<file path="src/rtl/core/fsne_pkg.sv">
// ----------------------------------------------------------------------------
// fsne_pkg - shared types and constants of the format string number emitter
// Command record, state encoding, character codes and the hex digit table.
// ----------------------------------------------------------------------------
`default_nettype none

package fsne_pkg;

  localparam int unsigned QUEUE_DEPTH = 2;
  localparam int unsigned DIGIT_DEPTH = 20;
  localparam int unsigned DIGIT_CNT_W = $clog2(DIGIT_DEPTH + 1);

  localparam logic [7:0] CH_DOLLAR = 8'h24;
  localparam logic [7:0] CH_MINUS  = 8'h2D;
  localparam logic [7:0] CH_ZERO   = 8'h30;
  localparam logic [7:0] CH_LOW_X  = 8'h78;
  localparam logic [7:0] CH_C      = 8'h43;
  localparam logic [7:0] CH_I      = 8'h49;
  localparam logic [7:0] CH_U      = 8'h55;
  localparam logic [7:0] CH_X      = 8'h58;
  localparam logic [7:0] CH_P      = 8'h50;
  localparam logic [7:0] CH_S      = 8'h53;
  localparam logic [7:0] CH_R      = 8'h52;

  localparam logic [1:0] STATUS_OK      = 2'd0;
  localparam logic [1:0] STATUS_INVALID = 2'd1;
  localparam logic [1:0] STATUS_UNSUP   = 2'd2;

  // ceil(2^35 / 10): exact quotient of a 32-bit value by ten after >> 35
  localparam logic [31:0] RECIP_TEN = 32'hCCCC_CCCD;

  typedef enum logic [1:0] {
    CMD_SINGLE,
    CMD_DEC,
    CMD_HEX
  } cmd_kind_t;

  typedef struct packed {
    cmd_kind_t   kind;
    logic        neg;      // lead with a minus sign
    logic [7:0]  chr;      // character of a single result
    logic [1:0]  status;   // status of a single result
    logic [63:0] value;    // value to convert
  } cmd_t;

  typedef enum logic [2:0] {
    BK_IDLE,
    BK_CONV,
    BK_SIGN,
    BK_PRE0,
    BK_PREX,
    BK_EMIT,
    BK_SINGLE
  } back_state_t;

  function automatic logic [7:0] hex_char(input logic [3:0] digit);
    logic [7:0] c;
    case (digit)
      4'h0: c = 8'h30;
      4'h1: c = 8'h31;
      4'h2: c = 8'h32;
      4'h3: c = 8'h33;
      4'h4: c = 8'h34;
      4'h5: c = 8'h35;
      4'h6: c = 8'h36;
      4'h7: c = 8'h37;
      4'h8: c = 8'h38;
      4'h9: c = 8'h39;
      4'hA: c = 8'h41;
      4'hB: c = 8'h42;
      4'hC: c = 8'h43;
      4'hD: c = 8'h44;
      4'hE: c = 8'h45;
      default: c = 8'h46;
    endcase
    return c;
  endfunction

endpackage

`default_nettype wire

</file>
<file path="src/rtl/core/fsne_queue.sv">
// ----------------------------------------------------------------------------
// fsne_queue - command queue
// Small first-in first-out buffer between the decoder and the emitter.
// ----------------------------------------------------------------------------
`default_nettype none

module fsne_queue #(
  parameter int unsigned DEPTH = fsne_pkg::QUEUE_DEPTH   // 2 or more
) (
  input  wire logic           clk,
  input  wire logic           rst_n,
  input  wire logic           push,
  input  wire fsne_pkg::cmd_t push_cmd,
  input  wire logic           pop,
  output logic                valid,
  output logic                full,
  output fsne_pkg::cmd_t      head
);

  localparam int unsigned PTR_W = $clog2(DEPTH);
  localparam int unsigned CNT_W = $clog2(DEPTH + 1);

  fsne_pkg::cmd_t   mem_r [DEPTH];
  logic [PTR_W-1:0] wr_ptr_r;
  logic [PTR_W-1:0] rd_ptr_r;
  logic [CNT_W-1:0] count_r;
  logic [PTR_W-1:0] wr_ptr_nxt;
  logic [PTR_W-1:0] rd_ptr_nxt;
  logic [CNT_W-1:0] count_nxt;

  assign valid = (count_r != '0);
  assign full  = (count_r == CNT_W'(DEPTH));
  assign head  = mem_r[rd_ptr_r];

  always_comb begin
    wr_ptr_nxt = wr_ptr_r;
    rd_ptr_nxt = rd_ptr_r;
    count_nxt  = count_r;
    if (push) begin
      wr_ptr_nxt = (wr_ptr_r == PTR_W'(DEPTH - 1)) ? '0 : wr_ptr_r + PTR_W'(1);
    end
    if (pop) begin
      rd_ptr_nxt = (rd_ptr_r == PTR_W'(DEPTH - 1)) ? '0 : rd_ptr_r + PTR_W'(1);
    end
    if (push && !pop) begin
      count_nxt = count_r + CNT_W'(1);
    end else if (pop && !push) begin
      count_nxt = count_r - CNT_W'(1);
    end
  end

  always_ff @(posedge clk) begin
    if (!rst_n) begin
      wr_ptr_r <= '0;
      rd_ptr_r <= '0;
      count_r  <= '0;
    end else begin
      wr_ptr_r <= wr_ptr_nxt;
      rd_ptr_r <= rd_ptr_nxt;
      count_r  <= count_nxt;
    end
  end

  always_ff @(posedge clk) begin
    if (push) begin
      mem_r[wr_ptr_r] <= push_cmd;
    end
  end

endmodule

`default_nettype wire

</file>
<file path="config.mk">
export PLATFORM = sky130hd
export DESIGN_NAME = fsne_queue
export DESIGN_NICKNAME = d
export VERILOG_FILES = /design/src/rtl/core/fsne_pkg.sv /design/src/rtl/core/fsne_queue.sv
export SDC_FILE = /design/constraint.sdc
export NUM_CORES = 1
export LEC_CHECK = 0
export BUFFER_PORTS_ARGS = -buffer_cell sky130_fd_sc_hd__clkbuf_2
export CAP_MARGIN = 5
export CORE_ASPECT_RATIO = 0.7
export CORE_UTILIZATION = 52
export CTS_BUF_LIST = sky130_fd_sc_hd__clkbuf_16
export CTS_CLUSTER_DIAMETER = 40
export DETAILED_ROUTE_END_ITERATION = 10
export GPL_TIMING_DRIVEN = 0
export PLACE_DENSITY = 0.89
export SYNTH_ARGS = -nofsm -noshare
export SYNTH_HDL_FRONTEND = slang
export SYNTH_SLANG_ARGS = --single-unit
export TNS_END_PERCENT = 30
</file>
<file path="constraint.sdc">
create_clock -name clk -period 5.26 [get_ports clk]
set_input_delay 0.789 -clock clk [delete_from_list [all_inputs] [get_ports clk]]
set_output_delay 0.789 -clock clk [all_outputs]
set_load 0.02 [all_outputs]
</file>
==> summary.md <==
| Metric | Value |
|---|---|
| H-tree depth | 4 |
| Most common cell in the netlist | edfxtp_1 |
| Layout Cells excl Fill | 609 |
| CP most frequent cell | buf_6 |
| Synth Instances | 262 |
| Avg Cell Area, Syn | 22.6 um^2 |
| Post-synth EDFFs | 154 |
| Slew @ Worst Pin | 0.699 ns |
| CP required | 4.47 ns |
| Worst R2R Setup Slack | 3.70 ns |
| Power per cell area | 392 nW/um^2 |
| Final core occ | 0.679 |
| Slew Viols, Final | 0 |
| # rows | 32 |
| Post-synth top area share | 0.782 |
| Critical path capture point type | output port |
| Filler instances | 760 |
| Total Routing Usage GR | 0.186 |
| Internal power | 0.00226 W |
| Yosys reg bits | 159 |
| Layout cells sized above 1 | 0.607 |
| DR vias/cell | 4.96 |
| CP Buf/Inv Count | 4 |
| Routability-driven placement congestion ratio | 0.670 |
| Vias in the first global route | 3,186 |
| CP arrival | 1.69 ns |
| Hold worst-path end | count_r[1] |
| Area leader, netlist | edfxtp_1 |
| IO Pins | 160 |
| Post-route antenna net violation count | 0 |
| Die H | 91.2 um |
| Hold path depth | 2 |
| Seq/Total Area, Yosys | 0.799 |
| Root Driver | clkbuf_16 |
| Maximum VDD drop | 0.250 mV |
| Startpoint types | flop |
| Share of the clock period used by the worst path | 0.471 |
| Die width | 129 um |
| Predominant post-synthesis flop cell | edfxtp_1 |
| YS warnings | 0 |
| Largest net degree at the start of global routing | 41 |
| Seq pwr share | 0.504 |
| P&R area growth vs syn | 26.9% |
| Final net count | 525 |
| Clock buffer depth | 2 |
| Setup bufs post-CTS | 0 |
| Post-synth ARST share | 0 |
| Worst R2R End | mem_r[1][4] |
| Placed Cells | 577 |
| CTS tree | done |
| CTS buffer count | 17 |
| Worst r2r src | wr_ptr_r |
| Reg clk slew, reported paths | 0.06 ns |
| DR pass1 iterations | 4 |
| Status | complete, no violations |
| Die Footprint | 11,800 um^2 |
| Setup-failing EPs final | 0 |
| Unrepaired setup endpoints after global routing | false |
| Top post-synthesis cells by count | edfxtp_1, mux2_2, mux2_4 |
| Combinational Power Share | 0.124 |
| Worst hold path type | flop to flop |
| Hold buffer count at cts | 0 |
| Switch Pwr | 0.000678 W |
| Hold Startpoint | count_r[1] |
| Core area | 11,100 um^2 |
| First-pass GRT wire length | 15.8 mm |
| Path depth of the worst reg2reg path | 2 |
| Highest Clock Rate | 404 MHz |
| Sink Count | 159 |
| CP max stage delay | 0.32 ns |
| Initial Util | 0.535 |
| Worst relative slew slack | 0.533 |
| Static leakage | 2.96 nW |
| Synth Net Count | 344 |
| Delay-heaviest family, CP | buffers and inverters |
| Post-DP HPWL | 6.94 mm |
| Worst-skew pair later-pin latency | 0.41 ns |
| ANT cells | 0 |
| Antenna violations before repair | 0 |
| Min Tclk post-route | 2.48 ns |
| Final Hold Fails | 0 |
| Worst Skew | 0.00393 ns |
| Max cap viols | 0 |
| WS Path Type | flop to output port |
| CP max stage cell | dfxtp_1 |
| Crit Path Max Fanout | 10 |
| Pwr Total | 0.00294 W |
| CP cell instances | buf_6 -> buf_6 -> buf_8 -> mux2_4 -> clkbuf_2 |
| Grt ovf | 0 |
| # resized after CTS | 0 |
| WL/cell | 16.9 um |
| WL final | 10.3 mm |
| Initial drt markers | 114 |
| Port bufs | 159 |
| Remaining routing DRC violations | 0 |
| Top cells by area, synth | edfxtp_1, mux2_2, mux2_4 |
| Post-Syn Area | 5910 um^2 |
| Sw Share | 0.231 |
| Clk pwr share | 0.372 |
| Synth cell types | 18 |
| Vias | 3,022 |
## how the worst max path moves through the flow
stage	startpoint	endpoint	slack (ns)	cells past startpoint
finish	flop	head[27]	2.78	5
global route	flop	head[3]	2.70	4
CTS	flop	head[50]	2.75	5
detailed placement	push	mem_r[0][63]	3.09	3
global placement	push	mem_r[0][63]	-1.28	2
floorplan	push	mem_r[0][0]	0.55	1
## worst min-delay path, delay by kind of cell (launching register included)
family | cells | cell delay, ns
DFF | 1 | 0.32
AOI/OAI and AO/OA | 2 | 0.13
## state kept, by name, summed over array words and instances, names as in the netlist, named ones only
name      count
count_r       2
mem_r       154
rd_ptr_r      1
wr_ptr_r      1
## routing by layer
layer | share of wire | track usage | vias up
met2 | 0.50 | 0.315 | 115
met4 | 0.0099 | 0.0640 | 0
li1 | - | - | 1398
met1 | 0.41 | 0.211 | 1500
met3 | 0.079 | 0.0790 | 9
met5 | 0 | 0 | -
## placed cells by master (no fill, tap or decap), drive strengths merged, types with 2 or more instances in the layout
cell type  count
dfxtp          5
and2           4
mux2          77
xor2           2
clkbuf       176
nor2b          3
inv            4
edfxtp       154
clkinvlp       3
clkinv         8
buf           12
## layout make-up
type | instances | area, um^2 | area share
Sequential cell | 159 | 4720 | 0.630
Inverter | 1 | 3.75 | 0.000500
Tap cell | 153 | 191 | 0.0255
Multi-Input combinational cell | 93 | 1100 | 0.147
Clock inverter | 15 | 108 | 0.0143
Buffer | 9 | 87.6 | 0.0117
Timing Repair Buffer | 162 | 856 | 0.114
Clock buffer | 17 | 425 | 0.0567
## power groups by stage
stage	logic [W]	registers, W	clock network (W)
2_1_floorplan	0.000239	0.00151	0
3_3_place_gp	0.000352	0.00151	0
3_5_place_dp	0.000368	0.00151	0
4_1_cts	0.000371	0.00148	0.00111
5_1_grt	0.000392	0.00149	0.00116
6_report	0.000366	0.00148	0.00109
## kinds of logic after synthesis
group,after synthesis,share of synthesized area
AO/OA/AOI/OAI,3,0.00339
XOR/XNOR,3,0.00445
adder cells (fa/ha/maj),1,0.00212
buffers and inverters,10,0.0155
flip-flops,159,0.799
multiplexers,77,0.166
AND/OR/NAND/NOR,9,0.00953
## per-stage QoR
stage	area (um^2)	hold WS, ns	setup TNS [ns]	setup WS, ns
finish	7500	0.505	0	2.78
floorplan	5910	0.461	0	0.548
global route	7500	0.542	0	2.70
global placement	6900	0.476	-99.27	-1.28
CTS	7500	0.504	0	2.75
detailed placement	6970	0.492	0	3.09
(Power assumes the default switching activity.)
