--- src/rtl/core/fsne_pkg.sv ---
// ----------------------------------------------------------------------------
// fsne_pkg - shared types and constants of the format string number emitter
// Command record, state encoding, character codes and the hex digit table.
// ----------------------------------------------------------------------------
`default_nettype none

package fsne_pkg;

  localparam int unsigned QUEUE_DEPTH = 2;
  localparam int unsigned DIGIT_DEPTH = 20;
  localparam int unsigned DIGIT_CNT_W = $clog2(DIGIT_DEPTH + 1);

  localparam logic [7:0] CH_DOLLAR = 8'h24;
  localparam logic [7:0] CH_MINUS  = 8'h2D;
  localparam logic [7:0] CH_ZERO   = 8'h30;
  localparam logic [7:0] CH_LOW_X  = 8'h78;
  localparam logic [7:0] CH_C      = 8'h43;
  localparam logic [7:0] CH_I      = 8'h49;
  localparam logic [7:0] CH_U      = 8'h55;
  localparam logic [7:0] CH_X      = 8'h58;
  localparam logic [7:0] CH_P      = 8'h50;
  localparam logic [7:0] CH_S      = 8'h53;
  localparam logic [7:0] CH_R      = 8'h52;

  localparam logic [1:0] STATUS_OK      = 2'd0;
  localparam logic [1:0] STATUS_INVALID = 2'd1;
  localparam logic [1:0] STATUS_UNSUP   = 2'd2;

  // ceil(2^35 / 10): exact quotient of a 32-bit value by ten after >> 35
  localparam logic [31:0] RECIP_TEN = 32'hCCCC_CCCD;

  typedef enum logic [1:0] {
    CMD_SINGLE,
    CMD_DEC,
    CMD_HEX
  } cmd_kind_t;

  typedef struct packed {
    cmd_kind_t   kind;
    logic        neg;      // lead with a minus sign
    logic [7:0]  chr;      // character of a single result
    logic [1:0]  status;   // status of a single result
    logic [63:0] value;    // value to convert
  } cmd_t;

  typedef enum logic [2:0] {
    BK_IDLE,
    BK_CONV,
    BK_SIGN,
    BK_PRE0,
    BK_PREX,
    BK_EMIT,
    BK_SINGLE
  } back_state_t;

  function automatic logic [7:0] hex_char(input logic [3:0] digit);
    logic [7:0] c;
    case (digit)
      4'h0: c = 8'h30;
      4'h1: c = 8'h31;
      4'h2: c = 8'h32;
      4'h3: c = 8'h33;
      4'h4: c = 8'h34;
      4'h5: c = 8'h35;
      4'h6: c = 8'h36;
      4'h7: c = 8'h37;
      4'h8: c = 8'h38;
      4'h9: c = 8'h39;
      4'hA: c = 8'h41;
      4'hB: c = 8'h42;
      4'hC: c = 8'h43;
      4'hD: c = 8'h44;
      4'hE: c = 8'h45;
      default: c = 8'h46;
    endcase
    return c;
  endfunction

endpackage

`default_nettype wire

--- src/rtl/core/fsne_front.sv ---
// ----------------------------------------------------------------------------
// fsne_front - format byte decoder
// Tracks the escape, decodes specifiers and pushes one command per result run.
// ----------------------------------------------------------------------------
`default_nettype none

module fsne_front (
  input  wire logic             clk,
  input  wire logic             rst_n,
  input  wire logic             in_valid,
  output logic                  in_ready,
  input  wire logic [7:0]       format_char,
  input  wire logic [63:0]      argument,
  input  wire logic             q_full,
  output logic                  push,
  output fsne_pkg::cmd_t        push_cmd,
  output logic                  esc_pending
);

  logic        esc_r;
  logic        esc_nxt;
  logic        accept;
  logic [31:0] low_word;
  logic [31:0] low_neg;

  assign in_ready    = !q_full;
  assign accept      = in_valid && in_ready;
  assign esc_pending = esc_r;
  assign low_word    = argument[31:0];
  assign low_neg     = 32'd0 - low_word;

  // A dollar arms the escape and sends nothing down; everything else pushes.
  assign push = accept && !(!esc_r && (format_char == fsne_pkg::CH_DOLLAR));

  always_comb begin
    esc_nxt = esc_r;
    if (accept) begin
      esc_nxt = !esc_r && (format_char == fsne_pkg::CH_DOLLAR);
    end
  end

  always_comb begin
    push_cmd        = '0;
    push_cmd.kind   = fsne_pkg::CMD_SINGLE;
    push_cmd.status = fsne_pkg::STATUS_OK;
    if (!esc_r) begin
      push_cmd.chr = format_char;
    end else begin
      case (format_char)
        fsne_pkg::CH_C: begin
          push_cmd.chr = argument[7:0];
        end
        fsne_pkg::CH_I: begin
          push_cmd.kind  = fsne_pkg::CMD_DEC;
          push_cmd.neg   = low_word[31];
          push_cmd.value = {32'd0, (low_word[31] ? low_neg : low_word)};
        end
        fsne_pkg::CH_U: begin
          push_cmd.kind  = fsne_pkg::CMD_DEC;
          push_cmd.value = {32'd0, low_word};
        end
        fsne_pkg::CH_X: begin
          push_cmd.kind  = fsne_pkg::CMD_HEX;
          push_cmd.value = {32'd0, low_word};
        end
        fsne_pkg::CH_P: begin
          push_cmd.kind  = fsne_pkg::CMD_HEX;
          push_cmd.value = argument;
        end
        fsne_pkg::CH_S, fsne_pkg::CH_R: begin
          push_cmd.status = fsne_pkg::STATUS_UNSUP;
        end
        default: begin
          push_cmd.status = fsne_pkg::STATUS_INVALID;
        end
      endcase
    end
  end

  always_ff @(posedge clk) begin
    if (!rst_n) begin
      esc_r <= 1'b0;
    end else begin
      esc_r <= esc_nxt;
    end
  end

endmodule

`default_nettype wire

--- config.mk ---
export PLATFORM = sky130hd
export DESIGN_NAME = fsne_front
export DESIGN_NICKNAME = d
export VERILOG_FILES = /design/src/rtl/core/fsne_pkg.sv /design/src/rtl/core/fsne_front.sv
export SDC_FILE = /design/constraint.sdc
export NUM_CORES = 1
export LEC_CHECK = 0
export BUFFER_PORTS_ARGS = -buffer_cell sky130_fd_sc_hd__buf_2
export CORE_MARGIN = 3
export CORE_UTILIZATION = 43
export CTS_BUF_LIST = sky130_fd_sc_hd__clkbuf_8
export DETAILED_ROUTE_END_ITERATION = 16
export HOLD_SLACK_MARGIN = 0.08
export PLACE_DENSITY = 0.9
export SYNTH_ARGS = -nofsm -noshare
export SYNTH_HDL_FRONTEND = slang
export SYNTH_SLANG_ARGS = --single-unit
export TNS_END_PERCENT = 5
--- constraint.sdc ---
create_clock -name clk -period 2.3 [get_ports clk]
set_input_delay 0.115 -clock clk [delete_from_list [all_inputs] [get_ports clk]]
set_output_delay 0.115 -clock clk [all_outputs]
set_load 0.02 [all_outputs]
==> metrics.md <==
| Metric | Value |
|---|---|
| Post-Syn Nets | 362 |
| Number of port buffers | 155 |
| Total setup violations reported at the end of the flow | 0 |
| Share of the synthesized area in the top cell type | 0.113 |
| Post-synthesis sequential element count | 1 |
| Footprint of the flip-flops and latches | roughly 20 sq um |
| Post-DP HPWL | 5.59 mm |
| Max-slew violation total from the final report | 0 |
| Worst Path Buf+Inv | 3 |
| Cell type contributing the most total cell area after synthesis | sky130_fd_sc_hd__and2_1 |
| Family with the most delay on the worst path | simple AND/OR/NAND/NOR gates |
| Cell area power density | between 100 and 150 nW/um^2 |
| Number of fillers in the final layout | ~340 |
| Post-synthesis share of cell area spent on xor and xnor gates | 0.00495 |
| Starting utilization of the core area | 0.466 |
| Routed via count | 2732 |
| Data required time at the worst endpoint | 2180 ps |
| Source of the critical timing path | argument[0] |
| Critical path depth in cells | 9 |
| Synthesized-area fraction occupied by adder cells | 0.00707 |
| Synth warnings | 0 |
| Clock period minus final worst setup slack | ~2200 ps |
| Leak Pwr | ~1.3 nW |
| Commonest cells in the synthesized netlist | sky130_fd_sc_hd__and2_1 (32), sky130_fd_sc_hd__a21oi_1 (24), sky130_fd_sc_hd__inv_1 (22), sky130_fd_sc_hd__o21ai_0 (22), sky130_fd_sc_hd__nand2_1 (21) |
| Main combinational cell family by area after synthesis | simple AND/OR/NAND/NOR gates |
| Multi-input combinational cell area | 1590 sq um |
| Number of antenna violations at the first check in global routing | 0 |
| Total gr overflow | 0 |
| Number of nets at the end of the flow | around 510 |
| I/O pin total | about 160 |
| DRT Pass-1 Iters | 4 |
| Fmax | 0.462 GHz |
| Sum of routed wire length over all layers | 6.85 mm |
| Average footprint of a synthesized cell | 6.21 sq um |
| Ys flop type | sky130_fd_sc_hd__dfxtp_1 |
| Max-cap violations | 0 |
| Wire length per cell | approximately 14 um |
| Register area share after synthesis | 0.0113 |
| Capture point of the critical path | push_cmd[22] |
| Series of cell instances along the critical path | buf_2 > inv_1 > ha_1 > nor4b_2 > nand4b_4 > o41ai_1 > nor3_1 > a211o_1 > buf_2 |
| Worst-path fanout max | 12 |
| Top cells by area in the synthesized netlist | sky130_fd_sc_hd__and2_1 (11%), sky130_fd_sc_hd__a21oi_1 (6.8%), sky130_fd_sc_hd__o21ai_0 (6.2%) |
| DRC errors left | 0 |
| Critical path's slowest cell | sky130_fd_sc_hd__nor4b_2 |
| Post-synthesis simple-gate area fraction | 0.505 |
| Peak VDD IR | just under 0.07 mV |
| Clock latency at the later pin of the worst-skew pair | 0 ps |
| Gp weighted congestion | 0.919 |
| Buffers inserted by post-CTS timing repair | 0 |
| Die area | approximately 4900 sq um |
| Worst Reg2Reg Path Length in Cells | 5 |
| Final Hold Slack | roughly 360 ps |
| Hold Fails Final Rpt | 0 |
| Sum Neg Setup Slack | 0 ps |
| Number of instances in the synthesized netlist | 285 |
| Global-route wire length before repair | 11.0 mm |
| EDFF count, synth | 0 |
| Critical Path Source Type | input pin |
| Via count of the first global-routing pass | 2518 |
| Rel. slew slack | 0.663 |
| Netlist area before placement | approximately 1800 sq um |
| Largest register FFs | 1 |
| Antenna cells | 0 |
| Most repeated cell in the gate-level netlist after synthesis | sky130_fd_sc_hd__and2_1 |
| Setup skew after layout | 0 ps |
| Proportion of synthesized flip-flops having asynchronous set or reset | 0 |
| Class of the worst hold path | input pin to flip-flop |
| Number of DRC markers in iteration 0 | 196 |
| Overall fraction of global-route tracks in use | 0.252 |
| Mux cell area share after synthesis | 0.00566 |
| Vias per inst | 5.69 |
| Pin slew with the least headroom to its limit | roughly 500 ps |
| Area overhead of the layout relative to synthesis | 47.3% |
| RSZ-0062 raised after global routing | no |
| Setup slack of the most critical reg-to-reg path | 890 ps |
| Core region area | approximately 3800 sq um |
| Yosys cell types | around 60 |
| Critical setup path kind | input pin to output port |
| Number of standard-cell rows in the floorplan | 22 |
| Worst EP arrival | 2050 ps |
| Count of antenna-violating nets left after detailed routing | 0 |
| Die Span Y | 70.1 um |
| Part of the cycle the worst path needs | 0.941 |
| Maximum number of pins on one net before global-route repair | 33 |
| Share of final-layout standard cells stronger than drive strength 1 | 0.435 |
| Crit Reg-Reg Endpoint | esc_pending |
| Capturing element type of the critical path | output port |
| Clock input transition at the sequential cells of the worst setup and hold paths | 0 ps |
| Cell occurring most often along the worst timing path | sky130_fd_sc_hd__buf_2 |
| Status | complete, no violations |
| Slowest stage delay, CP | 380 ps |
| Compound-Gate Fraction of Synth Area | 0.368 |
| Worst flop-to-flop path startpoint | esc_pending |
| Die X | 70.1 um |
[cells by family (layout without fill, tap and decap cells)]
family	count (synthesis)	after routing
mux	1	1
buf+inv	41	188
fa+ha+maj	1	1
compound gates	95	95
xor+xnor	1	1
flops	1	1
simple gates	145	145
[through the flow]
stage / setup WS [ps] / cell area [sq um] / util / std cells / total power [mW]
floorplan: 301 / 1770 / - / 285 / 0.132
global placement: 159 / 2600 / 0.684 / 480 / 0.258
detailed placement: 68.4 / 2600 / 0.684 / 480 / 0.264
CTS: 74.6 / 2600 / 0.684 / 480 / 0.264
global route: 19.4 / 2610 / 0.686 / 480 / 0.291
finish: 137 / 2610 / 0.686 / 480 / 0.268
[per-layer routing]
metal	part of all wire	wire length (um)	global-route usage
met3	0.092	630	0.0331
met5	0	0	0
met2	0.50	3440	0.466
met1	0.39	2680	0.310
met4	0.014	94	0.0468
[worst min-delay path by stage]
stage / start / to / slack (ps) / depth (start not counted)
final: rst_n / esc_pending / 360 / 3
after global routing: rst_n / esc_pending / 390 / 3
after CTS: rst_n / esc_pending / 360 / 3
after detailed placement: rst_n / esc_pending / 360 / 3
after global placement: rst_n / esc_pending / 360 / 3
after floorplan: rst_n / esc_pending / 250 / 2
[cells in the final DEF, fill, tap and decap left out, types with 4 or more instances in the layout]
cell and n:
sky130_fd_sc_hd__a21oi_1 24, sky130_fd_sc_hd__a31oi_1 8, sky130_fd_sc_hd__and2_1 32, sky130_fd_sc_hd__buf_2 155
sky130_fd_sc_hd__buf_4 11, sky130_fd_sc_hd__inv_1 22, sky130_fd_sc_hd__nand2_1 21, sky130_fd_sc_hd__nand3_1 13
sky130_fd_sc_hd__nand4_1 7, sky130_fd_sc_hd__nor2_1 20, sky130_fd_sc_hd__nor3_1 8, sky130_fd_sc_hd__nor4_1 4
sky130_fd_sc_hd__o21ai_0 22, sky130_fd_sc_hd__o21ai_1 7, sky130_fd_sc_hd__o31ai_1 4, sky130_fd_sc_hd__o41ai_2 4
sky130_fd_sc_hd__or3_1 12
[timing repair]
action | 4_1_cts | 5_1_grt
hold buffers | 0 | 0
gates resized for setup | 0 | 1
setup endpoints to repair | 0 | 7
[final cells by class]
type,count,share of cell area
repair buffers,166,0.329
well taps,48,0.0230
flip-flops and latches,1,0.00768
inverters,22,0.0317
multi-input cells,243,0.608
[power by group]
group | total, mW | internal [mW] | switching, mW
Sequential | 0.0214 | 0.0187 | 0.00266
Clock | 0 | 0 | 0
Combinational | 0.247 | 0.0995 | 0.148
[tightest hold or removal path: stages]
cell	delay, ps
sky130_fd_sc_hd__buf_2	90
sky130_fd_sc_hd__o21ai_0	60
sky130_fd_sc_hd__nor2_1	40
(Power assumes the default switching activity.)
